File: config.mk
export PLATFORM = sky130hd
export DESIGN_NAME = wavetable_write_with_index_modes_flat
export DESIGN_NICKNAME = d
export VERILOG_FILES = /design/src/rtl/wwim_pkg.sv /design/src/rtl/wwim_ifs.sv /design/src/rtl/wavetable_write_with_index_modes.sv /design/src/flat_wrapper.sv
export VERILOG_INCLUDE_DIRS = /design/src /design/src/rtl
export SDC_FILE = /design/constraint.sdc
export NUM_CORES = 2
export LEC_CHECK = 0
export BUFFER_PORTS_ARGS = -buffer_cell sky130_fd_sc_hd__buf_2
export CORE_MARGIN = 8
export CORE_UTILIZATION = 60
export DETAILED_ROUTE_END_ITERATION = 8
export PLACE_DENSITY = 0.73
export SLEW_MARGIN = 40
export SYNTH_ARGS = -nofsm -noshare
export SYNTH_HDL_FRONTEND = slang
export SYNTH_SLANG_ARGS = --single-unit
File: constraint.sdc
create_clock -name clk -period 19.31 [get_ports clk]
set_input_delay 0 -clock clk [delete_from_list [all_inputs] [get_ports clk]]
set_output_delay 0 -clock clk [all_outputs]
set_load 0.03 [all_outputs]
File: src/rtl/wavetable_write_with_index_modes_defines.svh
// ----------------------------------------------------------------------------
// Assertion macros for the wavetable write block
// Concurrent checks on clk, disabled while rst is high.
// ----------------------------------------------------------------------------
`ifndef WAVETABLE_WRITE_WITH_INDEX_MODES_DEFINES_SVH
`define WAVETABLE_WRITE_WITH_INDEX_MODES_DEFINES_SVH

`ifndef SYNTHESIS

// expression holds at every edge
`define WWIM_ASSERT_ALWAYS(label, expr) \
  label: assert property (@(posedge clk) disable iff (rst) (expr)) \
    else $error("wwim assertion failed");

// same-cycle implication
`define WWIM_ASSERT_IMPL(label, ante, cons) \
  label: assert property (@(posedge clk) disable iff (rst) (ante) |-> (cons)) \
    else $error("wwim implication failed");

// next-cycle implication
`define WWIM_ASSERT_NEXT(label, ante, cons) \
  label: assert property (@(posedge clk) disable iff (rst) (ante) |=> (cons)) \
    else $error("wwim next-cycle check failed");

`else

`define WWIM_ASSERT_ALWAYS(label, expr)
`define WWIM_ASSERT_IMPL(label, ante, cons)
`define WWIM_ASSERT_NEXT(label, ante, cons)

`endif

`endif

File: src/rtl/wwim_pkg.sv
// ----------------------------------------------------------------------------
// wwim_pkg
// Types and constants shared by the wavetable write block and its interfaces.
// ----------------------------------------------------------------------------
package wwim_pkg;

  localparam int TABLE_DEPTH = 4096;
  localparam int LEN_W       = $clog2(TABLE_DEPTH) + 1;  // holds 1..TABLE_DEPTH
  localparam int REM_W       = LEN_W - 1;                // remainder < length
  localparam int ADDR_W      = LEN_W;                    // includes guard entry
  localparam int DATA_W      = 32;
  localparam int IDX_W       = 32;                       // Q16.16
  localparam int FRAC_W      = 16;
  localparam int PROD_W      = IDX_W + LEN_W + 1;
  localparam int FL_W        = PROD_W - FRAC_W;          // floored position
  localparam int DIV_STAGES  = 6;
  localparam int DIV_STEPS   = (FL_W + DIV_STAGES - 1) / DIV_STAGES;  // bits per stage
  localparam int MAG_W       = DIV_STAGES * DIV_STEPS;   // magnitude, zero padded
  localparam int NUM_STAGES  = DIV_STAGES + 4;           // A, B, C, divider, output
  localparam int OUT_STG     = NUM_STAGES - 1;
  localparam int CFG_IDX_W   = 2;

  typedef enum logic [1:0] {
    MODE_LIMIT = 2'd0,
    MODE_WRAP  = 2'd1,
    MODE_GUARD = 2'd2
  } index_mode_t;

  typedef enum logic [CFG_IDX_W-1:0] {
    REG_TABLE_LENGTH     = 2'd0,
    REG_INDEX_NORMALIZED = 2'd1,
    REG_WRITE_OFFSET     = 2'd2,
    REG_INDEX_MODE       = 2'd3
  } cfg_reg_t;

  // state carried through the remainder pipeline
  typedef struct packed {
    logic [MAG_W-1:0]  mag;
    logic [REM_W-1:0]  rem;
    logic              neg;
    logic              err;
    logic [ADDR_W-1:0] clamp;
    logic [DATA_W-1:0] value;
  } div_t;

endpackage

File: src/rtl/wwim_ifs.sv
// ----------------------------------------------------------------------------
// wwim channel interfaces
// Sample input, write result and configuration write channels.
// ----------------------------------------------------------------------------
interface wwim_sample_if;
  logic                                valid;
  logic                                ready;
  logic signed [wwim_pkg::IDX_W-1:0]   sample_index;
  logic        [wwim_pkg::DATA_W-1:0]  sample_value;

  modport source (output valid, sample_index, sample_value, input ready);
  modport sink   (input valid, sample_index, sample_value, output ready);
endinterface

interface wwim_result_if;
  logic                               valid;
  logic                               ready;
  logic [wwim_pkg::ADDR_W-1:0]        write_address;
  logic                               guard_written;
  logic                               status;

  modport source (output valid, write_address, guard_written, status, input ready);
  modport sink   (input valid, write_address, guard_written, status, output ready);
endinterface

interface wwim_cfg_if;
  logic                               valid;
  logic                               ready;
  logic [wwim_pkg::CFG_IDX_W-1:0]     index;
  logic [wwim_pkg::DATA_W-1:0]        data;

  modport source (output valid, index, data, input ready);
  modport sink   (input valid, index, data, output ready);
endinterface

File: src/rtl/wavetable_write_with_index_modes.sv
// One sample per cycle while the receiver takes results; a guard-point write
// holds the output stage while its guard copy is stored (single write port).
// The wrap remainder comes from a 6-stage restoring pipeline, 5 bits per stage.
// Reset (rst, synchronous) empties the pipeline and loads the register defaults;
// the table contents stay undefined until written.
// ----------------------------------------------------------------------------
// wavetable_write_with_index_modes
// Maps a Q16.16 write position to a table entry (limit, wrap or guard point)
// and stores the sample word there.
// ----------------------------------------------------------------------------
`include "wavetable_write_with_index_modes_defines.svh"

module wavetable_write_with_index_modes (
  input  logic           clk,
  input  logic           rst,
  wwim_sample_if.sink    sample_in,
  wwim_result_if.source  result_out,
  wwim_cfg_if.sink       cfg
);

  // configuration
  logic [wwim_pkg::LEN_W-1:0]         len;
  logic                               index_normalized;
  logic signed [wwim_pkg::IDX_W-1:0]  write_offset;
  logic [1:0]                         index_mode;

  // pipeline control
  logic [wwim_pkg::NUM_STAGES-1:0]    v;
  logic [wwim_pkg::NUM_STAGES-1:0]    free;
  logic [wwim_pkg::NUM_STAGES-1:0]    src_v;
  logic [wwim_pkg::NUM_STAGES-1:0]    ld;

  // stage A: products
  logic signed [wwim_pkg::PROD_W-1:0] a_pidx;
  logic signed [wwim_pkg::PROD_W-1:0] a_poff;
  logic [wwim_pkg::DATA_W-1:0]        a_value;

  // stage B: floored position
  logic signed [wwim_pkg::FL_W-1:0]   b_fl;
  logic                               b_err;
  logic [wwim_pkg::DATA_W-1:0]        b_value;

  // stage C and remainder stages
  wwim_pkg::div_t                     c_st;
  wwim_pkg::div_t                     d_st [wwim_pkg::DIV_STAGES];
  wwim_pkg::div_t                     d_in [wwim_pkg::DIV_STAGES];
  wwim_pkg::div_t                     d_out[wwim_pkg::DIV_STAGES];
  wwim_pkg::div_t                     c_next;

  // output stage
  logic [wwim_pkg::ADDR_W-1:0]        out_addr;
  logic                               out_guard;
  logic                               out_status;
  logic [wwim_pkg::ADDR_W-1:0]        out_addr_next;
  logic                               out_guard_next;
  logic [wwim_pkg::ADDR_W-1:0]        wrapped;

  // guard-point write pending
  logic                               gpend;
  logic [wwim_pkg::ADDR_W-1:0]        gaddr;
  logic [wwim_pkg::DATA_W-1:0]        gdata;

  // datapath temporaries
  logic [wwim_pkg::LEN_W-1:0]         mul;
  logic signed [wwim_pkg::PROD_W-1:0] idx_x;
  logic signed [wwim_pkg::PROD_W-1:0] off_x;
  logic signed [wwim_pkg::PROD_W-1:0] mul_x;
  logic signed [wwim_pkg::PROD_W-1:0] len_q;
  logic signed [wwim_pkg::PROD_W-1:0] rnd;
  logic signed [wwim_pkg::PROD_W-1:0] ndx;
  logic [wwim_pkg::FL_W-1:0]          len_fl;
  logic [wwim_pkg::FL_W-1:0]          b_mag;
  logic [wwim_pkg::LEN_W-1:0]         cfg_len;

  logic [wwim_pkg::DATA_W-1:0]        table_store [wwim_pkg::TABLE_DEPTH + 1];

  // --------------------------------------------------------------------------
  // configuration port
  // --------------------------------------------------------------------------
  assign cfg.ready = 1'b1;

  always_comb begin
    cfg_len = cfg.data[wwim_pkg::LEN_W-1:0];
    if (cfg_len == '0) begin
      cfg_len = wwim_pkg::LEN_W'(1);
    end else if (cfg_len > wwim_pkg::LEN_W'(wwim_pkg::TABLE_DEPTH)) begin
      cfg_len = wwim_pkg::LEN_W'(wwim_pkg::TABLE_DEPTH);
    end
  end

  always_ff @(posedge clk) begin
    if (rst) begin
      len              <= wwim_pkg::LEN_W'(wwim_pkg::TABLE_DEPTH);
      index_normalized <= 1'b0;
      write_offset     <= '0;
      index_mode       <= wwim_pkg::MODE_LIMIT;
    end else if (cfg.valid && cfg.ready) begin
      case (cfg.index)
        wwim_pkg::REG_TABLE_LENGTH:     len              <= cfg_len;
        wwim_pkg::REG_INDEX_NORMALIZED: index_normalized <= cfg.data[0];
        wwim_pkg::REG_WRITE_OFFSET:     write_offset     <= $signed(cfg.data);
        wwim_pkg::REG_INDEX_MODE:       index_mode       <= cfg.data[1:0];
        default: ;
      endcase
    end
  end

  // --------------------------------------------------------------------------
  // pipeline handshake: each stage refills as soon as it moves on
  // --------------------------------------------------------------------------
  always_comb begin
    free[wwim_pkg::OUT_STG] = (!v[wwim_pkg::OUT_STG] || result_out.ready) && !gpend;
    for (int k = wwim_pkg::OUT_STG - 1; k >= 0; k--) begin
      free[k] = !v[k] || free[k+1];
    end
    src_v[0] = sample_in.valid;
    for (int k = 1; k < wwim_pkg::NUM_STAGES; k++) begin
      src_v[k] = v[k-1];
    end
    ld = src_v & free;
  end

  assign sample_in.ready = free[0];

  always_ff @(posedge clk) begin
    if (rst) begin
      v <= '0;
    end else begin
      for (int k = 0; k < wwim_pkg::OUT_STG; k++) begin
        if (free[k]) begin
          v[k] <= src_v[k];
        end
      end
      v[wwim_pkg::OUT_STG] <= ld[wwim_pkg::OUT_STG] ||
                              (v[wwim_pkg::OUT_STG] && !result_out.ready);
    end
  end

  // --------------------------------------------------------------------------
  // stage A: scale index and offset
  // --------------------------------------------------------------------------
  always_comb begin
    mul   = index_normalized ? len : wwim_pkg::LEN_W'(1);
    idx_x = wwim_pkg::PROD_W'(sample_in.sample_index);
    off_x = wwim_pkg::PROD_W'(write_offset);
    mul_x = $signed({{(wwim_pkg::PROD_W - wwim_pkg::LEN_W){1'b0}}, mul});
  end

  always_ff @(posedge clk) begin
    if (ld[0]) begin
      a_pidx  <= idx_x * mul_x;
      a_poff  <= off_x * mul_x;
      a_value <= sample_in.sample_value;
    end
  end

  // --------------------------------------------------------------------------
  // stage B: offset range check, sum, rounding, floor
  // --------------------------------------------------------------------------
  always_comb begin
    len_q = $signed({{(wwim_pkg::PROD_W - wwim_pkg::LEN_W - wwim_pkg::FRAC_W){1'b0}},
                     len, {wwim_pkg::FRAC_W{1'b0}}});
    rnd   = (index_mode == wwim_pkg::MODE_GUARD) ?
            $signed({{(wwim_pkg::PROD_W - wwim_pkg::FRAC_W){1'b0}}, 1'b1,
                     {(wwim_pkg::FRAC_W - 1){1'b0}}}) : '0;
    ndx   = a_pidx + a_poff + rnd;
  end

  always_ff @(posedge clk) begin
    if (ld[1]) begin
      b_fl    <= ndx[wwim_pkg::PROD_W-1:wwim_pkg::FRAC_W];  // arithmetic shift = floor
      b_err   <= a_poff[wwim_pkg::PROD_W-1] || (a_poff > len_q);
      b_value <= a_value;
    end
  end

  // --------------------------------------------------------------------------
  // stage C: clamp for limit mode, sign and magnitude for the remainder
  // --------------------------------------------------------------------------
  always_comb begin
    len_fl       = {{(wwim_pkg::FL_W - wwim_pkg::LEN_W){1'b0}}, len};
    c_next.neg   = b_fl[wwim_pkg::FL_W-1];
    b_mag        = c_next.neg ? (~b_fl + wwim_pkg::FL_W'(1)) : b_fl;
    c_next.mag   = wwim_pkg::MAG_W'(b_mag);
    c_next.rem   = '0;
    c_next.err   = b_err;
    c_next.value = b_value;
    if (c_next.neg) begin
      c_next.clamp = '0;
    end else if (b_fl >= len_fl) begin
      c_next.clamp = len - wwim_pkg::LEN_W'(1);
    end else begin
      c_next.clamp = b_fl[wwim_pkg::ADDR_W-1:0];
    end
  end

  always_ff @(posedge clk) begin
    if (ld[2]) begin
      c_st <= c_next;
    end
  end

  // --------------------------------------------------------------------------
  // remainder pipeline: restoring, DIV_STEPS magnitude bits per stage
  // --------------------------------------------------------------------------
  function automatic wwim_pkg::div_t div_step(input wwim_pkg::div_t s,
                                              input logic [wwim_pkg::LEN_W-1:0] l);
    wwim_pkg::div_t              r;
    logic [wwim_pkg::LEN_W-1:0]  t;
    r = s;
    for (int i = 0; i < wwim_pkg::DIV_STEPS; i++) begin
      t = {r.rem, r.mag[wwim_pkg::MAG_W-1]};
      if (t >= l) begin
        t = t - l;
      end
      r.rem = t[wwim_pkg::REM_W-1:0];
      r.mag = {r.mag[wwim_pkg::MAG_W-2:0], 1'b0};
    end
    return r;
  endfunction

  always_comb begin
    for (int k = 0; k < wwim_pkg::DIV_STAGES; k++) begin
      d_in[k]  = (k == 0) ? c_st : d_st[(k == 0) ? 0 : k - 1];
      d_out[k] = div_step(d_in[k], len);
    end
  end

  always_ff @(posedge clk) begin
    for (int k = 0; k < wwim_pkg::DIV_STAGES; k++) begin
      if (ld[k+3]) begin
        d_st[k] <= d_out[k];
      end
    end
  end

  // --------------------------------------------------------------------------
  // output stage and table writes
  // --------------------------------------------------------------------------
  always_comb begin
    // negative positions: a nonzero remainder folds back from length
    if (d_st[wwim_pkg::DIV_STAGES-1].neg && d_st[wwim_pkg::DIV_STAGES-1].rem != '0) begin
      wrapped = len - {1'b0, d_st[wwim_pkg::DIV_STAGES-1].rem};
    end else begin
      wrapped = {1'b0, d_st[wwim_pkg::DIV_STAGES-1].rem};
    end
    if (d_st[wwim_pkg::DIV_STAGES-1].err) begin
      out_addr_next = '0;
    end else if (index_mode == wwim_pkg::MODE_LIMIT) begin
      out_addr_next = d_st[wwim_pkg::DIV_STAGES-1].clamp;
    end else begin
      out_addr_next = wrapped;
    end
    out_guard_next = !d_st[wwim_pkg::DIV_STAGES-1].err &&
                     (index_mode == wwim_pkg::MODE_GUARD) && (out_addr_next == '0);
  end

  always_ff @(posedge clk) begin
    if (ld[wwim_pkg::OUT_STG]) begin
      out_addr   <= out_addr_next;
      out_guard  <= out_guard_next;
      out_status <= d_st[wwim_pkg::DIV_STAGES-1].err;
      gaddr      <= len;
      gdata      <= d_st[wwim_pkg::DIV_STAGES-1].value;
    end
  end

  always_ff @(posedge clk) begin
    if (rst) begin
      gpend <= 1'b0;
    end else begin
      gpend <= ld[wwim_pkg::OUT_STG] && out_guard_next;
    end
  end

  // single write port: the guard copy goes in the cycle after the main write
  always_ff @(posedge clk) begin
    if (gpend) begin
      table_store[gaddr] <= gdata;
    end else if (ld[wwim_pkg::OUT_STG] && !d_st[wwim_pkg::DIV_STAGES-1].err) begin
      table_store[out_addr_next] <= d_st[wwim_pkg::DIV_STAGES-1].value;
    end
  end

  assign result_out.valid         = v[wwim_pkg::OUT_STG];
  assign result_out.write_address = out_addr;
  assign result_out.guard_written = out_guard;
  assign result_out.status        = out_status;

  // --------------------------------------------------------------------------
  // assertions
  // --------------------------------------------------------------------------
  `WWIM_ASSERT_IMPL(a_guard_at_zero, result_out.valid && result_out.guard_written,
                    result_out.write_address == '0 && !result_out.status)
  `WWIM_ASSERT_IMPL(a_err_no_write, result_out.valid && result_out.status,
                    result_out.write_address == '0 && !result_out.guard_written)
  `WWIM_ASSERT_IMPL(a_addr_in_table, result_out.valid && !result_out.status,
                    result_out.write_address < len)
  `WWIM_ASSERT_NEXT(a_guard_blocks, ld[wwim_pkg::OUT_STG] && out_guard_next,
                    gpend && !ld[wwim_pkg::OUT_STG])
  `WWIM_ASSERT_ALWAYS(a_len_legal,
                      len != '0 && len <= wwim_pkg::LEN_W'(wwim_pkg::TABLE_DEPTH))

endmodule

File: src/flat_wrapper.sv
// flat-port wrapper written by rule: the top's interface ports become plain ports
module wavetable_write_with_index_modes_flat 
  (clk, rst, sample_in_valid, sample_in_sample_index, sample_in_sample_value, sample_in_ready, result_out_valid, result_out_write_address, result_out_guard_written, result_out_status, result_out_ready, cfg_valid, cfg_index, cfg_data, cfg_ready);
  wwim_sample_if sample_in_i ();
  wwim_result_if result_out_i ();
  wwim_cfg_if cfg_i ();
  input  logic clk;
  input  logic rst;
  input wire logic [$bits(sample_in_i.valid)-1:0] sample_in_valid;
  input wire logic [$bits(sample_in_i.sample_index)-1:0] sample_in_sample_index;
  input wire logic [$bits(sample_in_i.sample_value)-1:0] sample_in_sample_value;
  output wire logic [$bits(sample_in_i.ready)-1:0] sample_in_ready;
  output wire logic [$bits(result_out_i.valid)-1:0] result_out_valid;
  output wire logic [$bits(result_out_i.write_address)-1:0] result_out_write_address;
  output wire logic [$bits(result_out_i.guard_written)-1:0] result_out_guard_written;
  output wire logic [$bits(result_out_i.status)-1:0] result_out_status;
  input wire logic [$bits(result_out_i.ready)-1:0] result_out_ready;
  input wire logic [$bits(cfg_i.valid)-1:0] cfg_valid;
  input wire logic [$bits(cfg_i.index)-1:0] cfg_index;
  input wire logic [$bits(cfg_i.data)-1:0] cfg_data;
  output wire logic [$bits(cfg_i.ready)-1:0] cfg_ready;
  assign sample_in_i.valid = sample_in_valid;
  assign sample_in_i.sample_index = sample_in_sample_index;
  assign sample_in_i.sample_value = sample_in_sample_value;
  assign sample_in_ready = sample_in_i.ready;
  assign result_out_valid = result_out_i.valid;
  assign result_out_write_address = result_out_i.write_address;
  assign result_out_guard_written = result_out_i.guard_written;
  assign result_out_status = result_out_i.status;
  assign result_out_i.ready = result_out_ready;
  assign cfg_i.valid = cfg_valid;
  assign cfg_i.index = cfg_index;
  assign cfg_i.data = cfg_data;
  assign cfg_ready = cfg_i.ready;
  wavetable_write_with_index_modes u_core (.clk(clk), .rst(rst), .sample_in(sample_in_i), .result_out(result_out_i), .cfg(cfg_i));
endmodule
==> run metrics <==
outcome finished clean; # fillers 9278; Area contributors post-synth fa_1 (23%), edfxtp_1 (18%), ha_1 (13%), inv_1 (5.2%), nand2_1 (4.0%); slowest CP cell o21a_1; number of synthesized flops with an enable pin between 400 and 500; Worst-Margin Slew 0.806 ns; die width 354 µm; multi-input logic area 0.0501 mm²; CTS Buf Count 52; port bufs 87; slowest cell delay on critical path between 0.6 and 0.7 ns; final worst path period share 71.4%; Syn Inst Count roughly 7400; Sink Count roughly 480; Yosys cell types 101; CTS tree done; worst r2r src u_core.len[1]$_SDFFE_PP0P_; Final Max Tran Viols 0; FF-to-FF End u_core.d_st[4][48]$_DFFE_PP_; gp weighted congestion 0.942; Pwr Total 8.20 mW; maximum clock frequency 0.0726 GHz; Worst R2R Setup Slack 5.53 ns; share of layout cells above drive strength 1 6.21%; Setup Skew 0.0814 ns; Vias per Instance 6.09; Total GRT Usage 27.9%; placed cell count 8752; Setup TNS 0 ns; cells on worst reg2reg path 44; most common cell in the netlist inv_1; # rows 124; Worst-path clk slew 0.06 ns; top cell type's share of synthesized area 23.0%; CP Capture Type flip-flop; relative slew slack a little under half; Clock Tree Buf Depth 3; Yosys warning count 0; later-pin clock latency in the skew report 0.67 ns; design area 0.0732 mm²; drt total wl 178000 µm; CTS H-tree depth 2; post-route antenna net violation count 0; maximum vdd drop 277 µV; core area 0.114 mm²; Post-Place Cell Area 0.0704 mm²; WL/cell 19.8 µm; Leak 33.7 nW; Worst Path Required 19.71 ns; vias in the first global route 55500; Detailed Route Iter0 Violations ~3800; number of setup violations in the final report 0; nets between 8000 and 9000; pin count of the biggest net entering global routing roughly 130; Cell Pwr Density 112 mW/mm²; kind of critical path flip-flop to flip-flop; antenna violations before repair 3; full die area ~0.13 mm²; total area of sequential cells 0.0138 mm²; vias 54500; crit-path most repeated cell ha_1; Hold WC Path Type input pin to flip-flop; grt ovf 0; top cell type by total area after synthesis fa_1; Critical Path AT 14.18 ns; post-synth net total approximately 9000; Synth Area per Inst 9.28 µm²; dpl hpwl roughly 140000 µm; Cell Area, Synth 0.0685 mm²; Yosys reg bits 479; FFs w/ async S/R, synth 0%; synth cell count leaders inv_1 (947), fa_1 (787), nand2_1 (725), ha_1 (717), and3_1 (424); fin cells 8950; area grow syn2layout 6.80%; DR DRC count 0; # IOs ~120; hold path start sample_in_sample_index[2]; Max FO, Critical Path 25; min Tclk post-route roughly 14 ns; hold path depth 4; first-pass detailed-route iteration total 7; Initial Util 60.2%; startpoint types flip-flop; Final Hold Viols 0; top_reg_cell synth edfxtp_1; maxcap violations 0; first-pass GRT wire length slightly below 300000 µm; unrepaired setup endpoints after global routing no; die height 354 µm; Hold EP u_core.a_pidx[2]$_DFFE_PP_; sequential fraction of the synthesis area between 20% and 30%; root buf cell clkbuf_16; final hold slack roughly 0.15 ns
[per-layer routing]
metal	global-route usage (%)	wire length [µm]	vias up	share of wire, %
li1	-	-	25500	-
met3	3.17	10000	455	5.7
met4	11.0	7330	0	4.1
met1	36.0	73500	26900	41
met2	48.1	86700	1722	49
met5	0	0	-	0
[critical path, delay by kind of cell, from the launching register on]
family	cells	cell delay (ns)
AO/OA/AOI/OAI	23	7.07
adder cells (fa/ha/maj)	5	1.52
buffers and inverters	6	1.75
flip-flops	1	0.37
multiplexers	3	1.17
AND/OR/NAND/NOR	7	1.53
[final cells by class]
cell class                 instances  share of cell area (%)
tap                             1512                    2.59
antenna                            4                  0.0137
sequential                       479                    18.9
timing repair buffer             258                    2.74
inverter                         947                    4.86
clock buffer                      62                    1.87
multi-input combinational       5654                    68.5
clock inverter                    34                   0.535
[flip-flops by register name, indices dropped and copies added, names as in the netlist, 2 cells and up]
register and cells:
u_core.d_st 237, u_core.a_pidx 46, u_core.a_poff 46, u_core.c_st 45, u_core.write_offset 32, u_core.b_fl 30, u_core.len 13, u_core.result_out.write_address 13
u_core.v 10, u_core.index_mode 2
[kinds of logic (layout without fill, tap and decap cells)]
group,count (synthesis),in the layout,synth area share [%]
xor gates and xnor gates,402,402,5.14
muxes,140,140,2.23
AOI/OAI and AO/OA,1403,1403,13.4
and+or+nand+nor,2204,2204,16.0
DFF,479,479,20.1
adders and majority gates,1504,1504,36.1
buffers and inverters,1252,1301,6.95
other,1,5,0.00547
[what timing repair did]
action	CTS	global route
hold buffers	98	0
setup buffers	0	0
endpoints found under the hold margin	61	0
setup endpoints to repair	0	0
resized for setup	0	0
[worst max-delay path by stage]
stage	slack, ns	depth (start not counted)	endpoint	startpoint
after floorplan	6.17	47	u_core.d_st[4][58]$_DFFE_PP_	u_core.len[1]$_SDFFE_PP0P_
after global placement	5.70	45	u_core.d_st[5][51]$_DFFE_PP_	u_core.len[1]$_SDFFE_PP0P_
after detailed placement	5.83	44	u_core.d_st[4][52]$_DFFE_PP_	u_core.len[1]$_SDFFE_PP0P_
after CTS	5.70	44	u_core.d_st[4][53]$_DFFE_PP_	u_core.len[1]$_SDFFE_PP0P_
after global routing	4.57	47	u_core.d_st[4][52]$_DFFE_PP_	u_core.len[1]$_SDFFE_PP0P_
final	5.53	44	u_core.d_st[4][48]$_DFFE_PP_	u_core.len[1]$_SDFFE_PP0P_
[where the power goes]
group	switching [mW]	total (mW)	leakage, nW	internal, mW
Sequential	0.0463	1.41	4.39	1.37
Clock	0.442	1.02	0.850	0.582
Combinational	3.26	5.76	28.5	2.50
Total	3.75	8.20	33.7	4.45
[per-stage QoR]
| step | util, % | worst slack (ns) |
|---|---|---|
| 5_1_grt | 64.3 | 4.57 |
| 3_5_place_dp | 61.9 | 5.83 |
| 4_1_cts | 64.3 | 5.70 |
| 2_1_floorplan | - | 6.17 |
| 6_report | 64.3 | 5.53 |
| 3_3_place_gp | 61.8 | 5.70 |
[placed cells by master (no fill, tap or decap), drive strengths merged, types with 80 or more instances in the layout]
cell         Yosys  final
xor2           112    112
ha             717    717
fa             787    787
nor3           106    106
o21a            93     93
inv            947    954
edfxtp         420    420
a21o           177    177
xnor2          290    290
nand4           80     80
and2            83     83
and3           425    425
buf             18    160
o21ai          260    260
a21oi          378    378
nor2           361    361
dlygate4sd3      0     98
nand2          726    726
nand3          115    115
mux2            99     99
nor2b           86     86
Power figures use the tool's default switching activity.
